File: src/sv/mavg_pkg.sv
`timescale 1ns / 1ps
`default_nettype none
// ----------------------------------------------------------------------------
// mavg_pkg
// Shared types and constants of the moving average filter.
// ----------------------------------------------------------------------------
package mavg_pkg;

    // width of one sample and of one average
    localparam int SAMPLE_W = 16;

    // divider status seen by the sequencer
    typedef struct packed {
        logic busy;
        logic done;
    } div_stat_t;

endpackage : mavg_pkg
`default_nettype wire

File: src/sv/moving_average_filter.sv
`timescale 1ns / 1ps
`default_nettype none
// flow: an accepted sample passes ST_UPDATE, ST_DIVIDE and ST_DELIVER before in_ready returns;
//   in ST_DIVIDE the bit-serial divider yields one quotient bit per cycle over the sum width,
//   and ST_DELIVER waits while out_ready holds back the previous result
// reset: rst_n clears sum, fill count, pointer, sequencer and output valid at once;
//   the delay line is not cleared, and its read data is only used once the slot has been written
// ----------------------------------------------------------------------------
// moving_average_filter
// Boxcar moving average over a vector of unsigned samples, with a running sum,
// a delay line in RAM and a shared serial divider.
// ----------------------------------------------------------------------------
module moving_average_filter
    import mavg_pkg::*;
#(
    parameter int WINDOW = 10
) (
    input  wire logic                clk,
    input  wire logic                rst_n,
    input  wire logic                in_valid,
    output logic                     in_ready,
    input  wire logic [SAMPLE_W-1:0] sample,
    input  wire logic                last,
    output logic                     out_valid,
    input  wire logic                out_ready,
    output logic      [SAMPLE_W-1:0] average
);

    localparam int CNT_W = $clog2(WINDOW + 1);
    localparam int PTR_W = (WINDOW > 1) ? $clog2(WINDOW) : 1;
    localparam int SUM_W = $clog2(WINDOW * ((1 << SAMPLE_W) - 1) + 1);

    typedef enum logic [1:0] {
        ST_IDLE,
        ST_UPDATE,
        ST_DIVIDE,
        ST_DELIVER
    } state_t;

    state_t              state_reg;
    logic [SUM_W-1:0]    sum_reg;
    logic [CNT_W-1:0]    count_reg;
    logic [PTR_W-1:0]    ptr_reg;
    logic [SAMPLE_W-1:0] sample_reg;
    logic                last_reg;
    logic                out_valid_reg;
    logic [SAMPLE_W-1:0] average_reg;

    logic [SUM_W-1:0]    sum_next;
    logic [CNT_W-1:0]    count_next;
    logic [PTR_W-1:0]    ptr_next;
    logic                full;
    logic                accept;
    logic [SAMPLE_W-1:0] oldest;
    div_stat_t           div_stat;
    logic [SUM_W-1:0]    quotient;

    assign accept   = in_valid && in_ready;
    assign in_ready = (state_reg == ST_IDLE);

    // delay line, oldest slot read on the input beat
    mavg_ram #(
        .WIDTH (SAMPLE_W),
        .DEPTH (WINDOW),
        .AW    (PTR_W)
    ) u_ram (
        .clk   (clk),
        .we    (state_reg == ST_UPDATE),
        .waddr (ptr_reg),
        .wdata (sample_reg),
        .re    (accept),
        .raddr (ptr_reg),
        .rdata (oldest)
    );

    // window update
    always_comb
    begin
        full       = (count_reg == CNT_W'(WINDOW));
        sum_next   = sum_reg - (full ? SUM_W'(oldest) : '0) + SUM_W'(sample_reg);
        count_next = full ? count_reg : count_reg + 1'b1;
        ptr_next   = (ptr_reg == PTR_W'(WINDOW - 1)) ? '0 : ptr_reg + 1'b1;
    end

    // shared divider
    mavg_div #(
        .NUM_W (SUM_W),
        .DEN_W (CNT_W)
    ) u_div (
        .clk      (clk),
        .rst_n    (rst_n),
        .start    (state_reg == ST_UPDATE),
        .numer    (sum_next),
        .denom    (count_next),
        .stat     (div_stat),
        .quotient (quotient)
    );

    // sequencer, window state and output register
    always_ff @(posedge clk or negedge rst_n)
    begin
        if (!rst_n)
        begin
            state_reg     <= ST_IDLE;
            sum_reg       <= '0;
            count_reg     <= '0;
            ptr_reg       <= '0;
            out_valid_reg <= 1'b0;
        end
        else
        begin
            unique case (state_reg)
                ST_IDLE:
                begin
                    if (accept)
                    begin
                        state_reg <= ST_UPDATE;
                    end
                end
                ST_UPDATE:
                begin
                    if (last_reg)
                    begin
                        sum_reg   <= '0;
                        count_reg <= '0;
                        ptr_reg   <= '0;
                    end
                    else
                    begin
                        sum_reg   <= sum_next;
                        count_reg <= count_next;
                        ptr_reg   <= ptr_next;
                    end
                    state_reg <= ST_DIVIDE;
                end
                ST_DIVIDE:
                begin
                    if (div_stat.done)
                    begin
                        state_reg <= ST_DELIVER;
                    end
                end
                ST_DELIVER:
                begin
                    if (!out_valid_reg || out_ready)
                    begin
                        state_reg <= ST_IDLE;
                    end
                end
                default:
                begin
                    state_reg <= ST_IDLE;
                end
            endcase
            // output beat valid: load a new result or drop the taken one
            if (state_reg == ST_DELIVER && (!out_valid_reg || out_ready))
            begin
                out_valid_reg <= 1'b1;
            end
            else if (out_ready)
            begin
                out_valid_reg <= 1'b0;
            end
        end
    end

    // beat payload capture and result value
    always_ff @(posedge clk)
    begin
        if (accept)
        begin
            sample_reg <= sample;
            last_reg   <= last;
        end
        if (state_reg == ST_DELIVER && (!out_valid_reg || out_ready))
        begin
            average_reg <= quotient[SAMPLE_W-1:0];
        end
    end

    assign out_valid = out_valid_reg;
    assign average   = average_reg;

    // no new beat while a sample is in flight
    a_busy_after_accept: assert property (@(posedge clk) disable iff (!rst_n)
        accept |=> !in_ready)
        else $error("input accepted while sequencer busy");

    // divider finishes only while the sequencer waits for it
    a_done_in_divide: assert property (@(posedge clk) disable iff (!rst_n)
        div_stat.done |-> (state_reg == ST_DIVIDE))
        else $error("divider done outside divide state");

    // divider runs only in the divide state
    a_busy_in_divide: assert property (@(posedge clk) disable iff (!rst_n)
        div_stat.busy |-> (state_reg == ST_DIVIDE))
        else $error("divider busy outside divide state");

    // fill count and pointer stay in range
    a_window_range: assert property (@(posedge clk) disable iff (!rst_n)
        (count_reg <= CNT_W'(WINDOW)) && (ptr_reg <= PTR_W'(WINDOW - 1)))
        else $error("fill count or pointer out of range");

endmodule : moving_average_filter
`default_nettype wire

File: src/sv/mavg_ram.sv
`timescale 1ns / 1ps
`default_nettype none
// ----------------------------------------------------------------------------
// mavg_ram
// Generic single-write, single-read RAM with registered read data.
// ----------------------------------------------------------------------------
module mavg_ram #(
    parameter int WIDTH = 16,
    parameter int DEPTH = 10,
    parameter int AW    = (DEPTH > 1) ? $clog2(DEPTH) : 1
) (
    input  wire logic             clk,
    input  wire logic             we,
    input  wire logic [AW-1:0]    waddr,
    input  wire logic [WIDTH-1:0] wdata,
    input  wire logic             re,
    input  wire logic [AW-1:0]    raddr,
    output logic      [WIDTH-1:0] rdata
);

    logic [WIDTH-1:0] mem [DEPTH];

    // write port
    always_ff @(posedge clk)
    begin
        if (we)
        begin
            mem[waddr] <= wdata;
        end
    end

    // registered read port
    always_ff @(posedge clk)
    begin
        if (re)
        begin
            rdata <= mem[raddr];
        end
    end

endmodule : mavg_ram
`default_nettype wire

File: src/sv/mavg_div.sv
`timescale 1ns / 1ps
`default_nettype none
// ----------------------------------------------------------------------------
// mavg_div
// Restoring shift-subtract divider, one quotient bit per cycle.
// ----------------------------------------------------------------------------
module mavg_div
    import mavg_pkg::*;
#(
    parameter int NUM_W = 20,
    parameter int DEN_W = 4
) (
    input  wire logic             clk,
    input  wire logic             rst_n,
    input  wire logic             start,
    input  wire logic [NUM_W-1:0] numer,
    input  wire logic [DEN_W-1:0] denom,
    output div_stat_t             stat,
    output logic      [NUM_W-1:0] quotient
);

    localparam int CNT_W = $clog2(NUM_W + 1);

    logic             busy_reg;
    logic             done_reg;
    logic [CNT_W-1:0] cnt_reg;
    logic [NUM_W-1:0] quo_reg;
    logic [DEN_W-1:0] rem_reg;
    logic [DEN_W-1:0] den_reg;

    logic [DEN_W:0]   trial;
    logic             fits;
    logic [DEN_W:0]   diff;

    // one trial subtraction
    always_comb
    begin
        trial = {rem_reg, quo_reg[NUM_W-1]};
        fits  = (trial >= {1'b0, den_reg});
        diff  = trial - {1'b0, den_reg};
    end

    // control
    always_ff @(posedge clk or negedge rst_n)
    begin
        if (!rst_n)
        begin
            busy_reg <= 1'b0;
            done_reg <= 1'b0;
            cnt_reg  <= '0;
        end
        else
        begin
            done_reg <= 1'b0;
            if (start)
            begin
                busy_reg <= 1'b1;
                cnt_reg  <= CNT_W'(NUM_W);
            end
            else if (busy_reg)
            begin
                cnt_reg <= cnt_reg - 1'b1;
                if (cnt_reg == CNT_W'(1))
                begin
                    busy_reg <= 1'b0;
                    done_reg <= 1'b1;
                end
            end
        end
    end

    // datapath: numerator shifts out the top as quotient bits shift in
    always_ff @(posedge clk)
    begin
        if (start)
        begin
            quo_reg <= numer;
            rem_reg <= '0;
            den_reg <= denom;
        end
        else if (busy_reg)
        begin
            quo_reg <= {quo_reg[NUM_W-2:0], fits};
            rem_reg <= fits ? diff[DEN_W-1:0] : trial[DEN_W-1:0];
        end
    end

    assign stat.busy = busy_reg;
    assign stat.done = done_reg;
    assign quotient  = quo_reg;

endmodule : mavg_div
`default_nettype wire

File: config.mk
export PLATFORM = sky130hd
export DESIGN_NAME = moving_average_filter
export DESIGN_NICKNAME = d
export VERILOG_FILES = /design/src/sv/mavg_pkg.sv /design/src/sv/moving_average_filter.sv /design/src/sv/mavg_ram.sv /design/src/sv/mavg_div.sv
export SDC_FILE = /design/constraint.sdc
export NUM_CORES = 1
export LEC_CHECK = 0
export BUFFER_PORTS_ARGS = -buffer_cell sky130_fd_sc_hd__buf_2
export CAP_MARGIN = 10
export CORE_ASPECT_RATIO = 0.5
export CORE_MARGIN = 10
export CORE_UTILIZATION = 53
export DETAILED_ROUTE_END_ITERATION = 12
export GPL_ROUTABILITY_DRIVEN = 0
export GPL_TIMING_DRIVEN = 0
export PLACE_DENSITY = 0.7
export SETUP_SLACK_MARGIN = 0.02
export SYNTH_ARGS = -nofsm -noshare
export SYNTH_HDL_FRONTEND = slang
export SYNTH_SLANG_ARGS = --single-unit
File: constraint.sdc
create_clock -name clk -period 8.35 [get_ports clk]
set_clock_uncertainty 0.2 [all_clocks]
set_input_delay 0 -clock clk [delete_from_list [all_inputs] [get_ports clk]]
set_output_delay 0 -clock clk [all_outputs]
set_load 0.005 [all_outputs]
==> impl_metrics.tcl <==
set metrics [dict create \
    status "finished clean" \
    fp.dieH_um 128 \
    ioPinCount 39 \
    r2r-end "u_div.quotient[14]" \
    first_global_vias 7313 \
    path_cells "inv_1 -> ha_1 -> nand2_1 -> nor2_1 -> clkbuf_1 -> and2_1 -> fa_1 -> inv_1 -> ha_1 -> nand3_1 -> nor4_1 -> nor3_1 -> xnor2_1 -> mux2_2" \
    synthArstFlopShare_pct 13.8 \
    cts-root-buf "clkbuf_16" \
    synth_fa_ha_area_share_pct 5.95 \
    ys_warn_count 0 \
    hold_viol 0 \
    critPathMaxFanout 10 \
    grt_pass1_wl_um 40400 \
    syn_inst 846 \
    synth_top_family_by_area "compound AO/OA/AOI/OAI gates" \
    grt_util_all_layers_pct 16.7 \
    cpMaxStageDelayCell "nor4_1" \
    clock_latency_ns 0.55 \
    worstMarginPinSlew_ns 0.957 \
    min_path_type "flop to flop" \
    initialDrtViolationCount 614 \
    htreeDepth 1 \
    cts_tree "yes" \
    vias_per_cell 5.69 \
    drt-total-wl_um 25500 \
    arrival_ns 4.81 \
    post-route-period-util_pct 56.4 \
    synth_compound_gate_area_share_pct 9.54 \
    cts_sinks 275 \
    crit_path_end "u_div.quotient[14]" \
    dr.max_layer_used "met4" \
    seq_area_frac_synth_pct 64.5 \
    wl_per_cell_um 19.9 \
    synth-xor-area-share_pct 1.13 \
    coreArea_mm2 0.0229 \
    design_area_mm2 0.0143 \
    setup_tns_ns 0 \
    ir_worst_vdd_mv 0.164 \
    relSlewSlack_pct 36.1 \
    dr_total_vias 7300 \
    maxCapViolCount 0 \
    grt_max_degree 39 \
    diodes 0 \
    critPathTopFamily "simple AND/OR/NAND/NOR gates" \
    drc 0 \
    area_growth_pct 15.0 \
    synthTopCellsByArea "edfxtp_1 56%, dfrtp_1 7.6%, mux4_2 5.8%" \
    start_util_pct 54.3 \
    avgSynthCellArea_um2 14.7 \
    synth_mux_area_share_pct 7.98 \
    post_cts_buffers 0 \
    dp_slack_ns 3.59 \
    cp.required_ns 8.45 \
    ys.flop_type "edfxtp_1" \
    clkTransAtPathRegs_ns 0.07 \
    power.density_mw_per_mm2 364 \
    dr_wl_met3_um 1810 \
    cp-start-kind "flop" \
    rsz0062_at_grt "false" \
    ff2ff_path_depth 14 \
    num_rows 39 \
    yosys.area_share.simple_pct 6.52 \
    drt-met1-wl_um 11500 \
    synth_edf_count 233 \
    setup_viol 0 \
    gr-total-overflow 0 \
    max_freq_mhz 212 \
    crit_path_start "count_reg[0]" \
    power.total_mw 5.20 \
    drt_first_pass_iters 7 \
    synth.most_common_cell "edfxtp_1" \
    setup_slack_ns 3.64 \
    cts_buffers 25 \
    leakage_nw 5.30 \
    die_area_mm2 0.0304 \
    slowest_delay_ns 0.65 \
    min_period_ns 4.71 \
    utilization_pct 62.4 \
    crit_path_end_kind "flop" \
    nNetsFinal 1030 \
    placed_area_mm2 0.0132 \
    critPathKind "flop to flop" \
    synth_top_area_share_pct 56.2 \
    die_x_um 237 \
    synth_area_mm2 0.0124 \
    largest_reg_flops 160 \
    slew_violations 0 \
    portBuffers 38 \
    dp_hpwl_um 17600 \
    rr_startpoint "count_reg[0]" \
    clockBufferDepth 3 \
    ys_types 73 \
    cp.depth 14 \
    antenna_found_initial 0 \
    yosysTopAreaCell "edfxtp_1" \
    postRouteAntennaNets 0 \
    syn_nets 916 \
    ff2ff_setup_slack_ns 3.64 \
    ys_ff_latch 275 \
    path_buf_inv 3 \
    wl_met2_um 11700 \
    ys_top_cells_by_count "233 x edfxtp_1, 93 x inv_1, 38 x dfrtp_1, 38 x nand2_1, 36 x nor2_1" \
    drive_above_1_share_pct 17.0 \
]
## stage by stage
step           hold slack, ns  std cells
2_1_floorplan          -0.496        846
3_3_place_gp          -0.0240       1191
3_5_place_dp          -0.0219       1201
4_1_cts                 0.212       1283
5_1_grt                 0.256       1283
6_report                0.250       1283
## layout by cell type, fill, tap and decap left out, types with 12 or more instances in the layout
cell type      instances
edfxtp_1             233
inv_1                 93
buf_2                 42
nand2_1               38
dfrtp_1               38
dlygate4sd3_1         38
a21oi_1               33
mux4_2                32
ha_1                  32
nor2_1                30
clkbuf_16             25
clkbuf_1              22
a211oi_1              20
o21ai_0               20
and2_1                19
nor2b_1               19
fa_1                  17
mux2i_1               16
xnor2_1               12
## worst min-delay path by stage
stage	depth (start not counted)	start	end	slack (ns)
4_1_cts	4	out_ready	out_valid	0.21
6_report	0	u_div.quotient[5]	average[5]	0.25
5_1_grt	4	out_ready	out_valid	0.26
3_3_place_gp	1	sample[5]	sample_reg[5]	-0.02
3_5_place_dp	1	sample[6]	sample_reg[6]	-0.02
2_1_floorplan	0	rst_n	count_reg[0]	-0.50
## per-layer routing
metal  vias up  global-route usage, %
met5         -                      0
met4         0                   3.95
met3        37                   3.48
met2       245                   26.9
met1      3633                   23.2
li1       3385                      -
## power breakdown
part           internal (mW)  switching [mW]
clock network          0.565           0.500
logic                  0.850            1.25
registers               1.88           0.156
total                   3.30            1.91
## final cells by class
class                   instances  area [µm²]
flip-flops and latches        275        8030
plain buffers                  37         195
inverters                      93         349
fillers                      1705        8620
multi-input cells             441        3910
well taps                     307         384
repair buffers                 87         703
clock buffers                  30         654
clock inverters                13        90.1
## cells by family (layout without fill, tap and decap cells)
logic type | count (synthesis) | in the layout
DFF | 275 | 275
xor gates and xnor gates | 16 | 16
muxes | 58 | 58
AOI/OAI and AO/OA | 160 | 160
buffers and inverters | 130 | 260
and+or+nand+nor | 158 | 158
adders and majority gates | 49 | 49
## repair_timing
action / CTS / global route
resized for setup: 0 / 0
endpoints found under the hold margin: 63 / 0
hold buffers: 39 / 0
(Power assumes the default switching activity.)
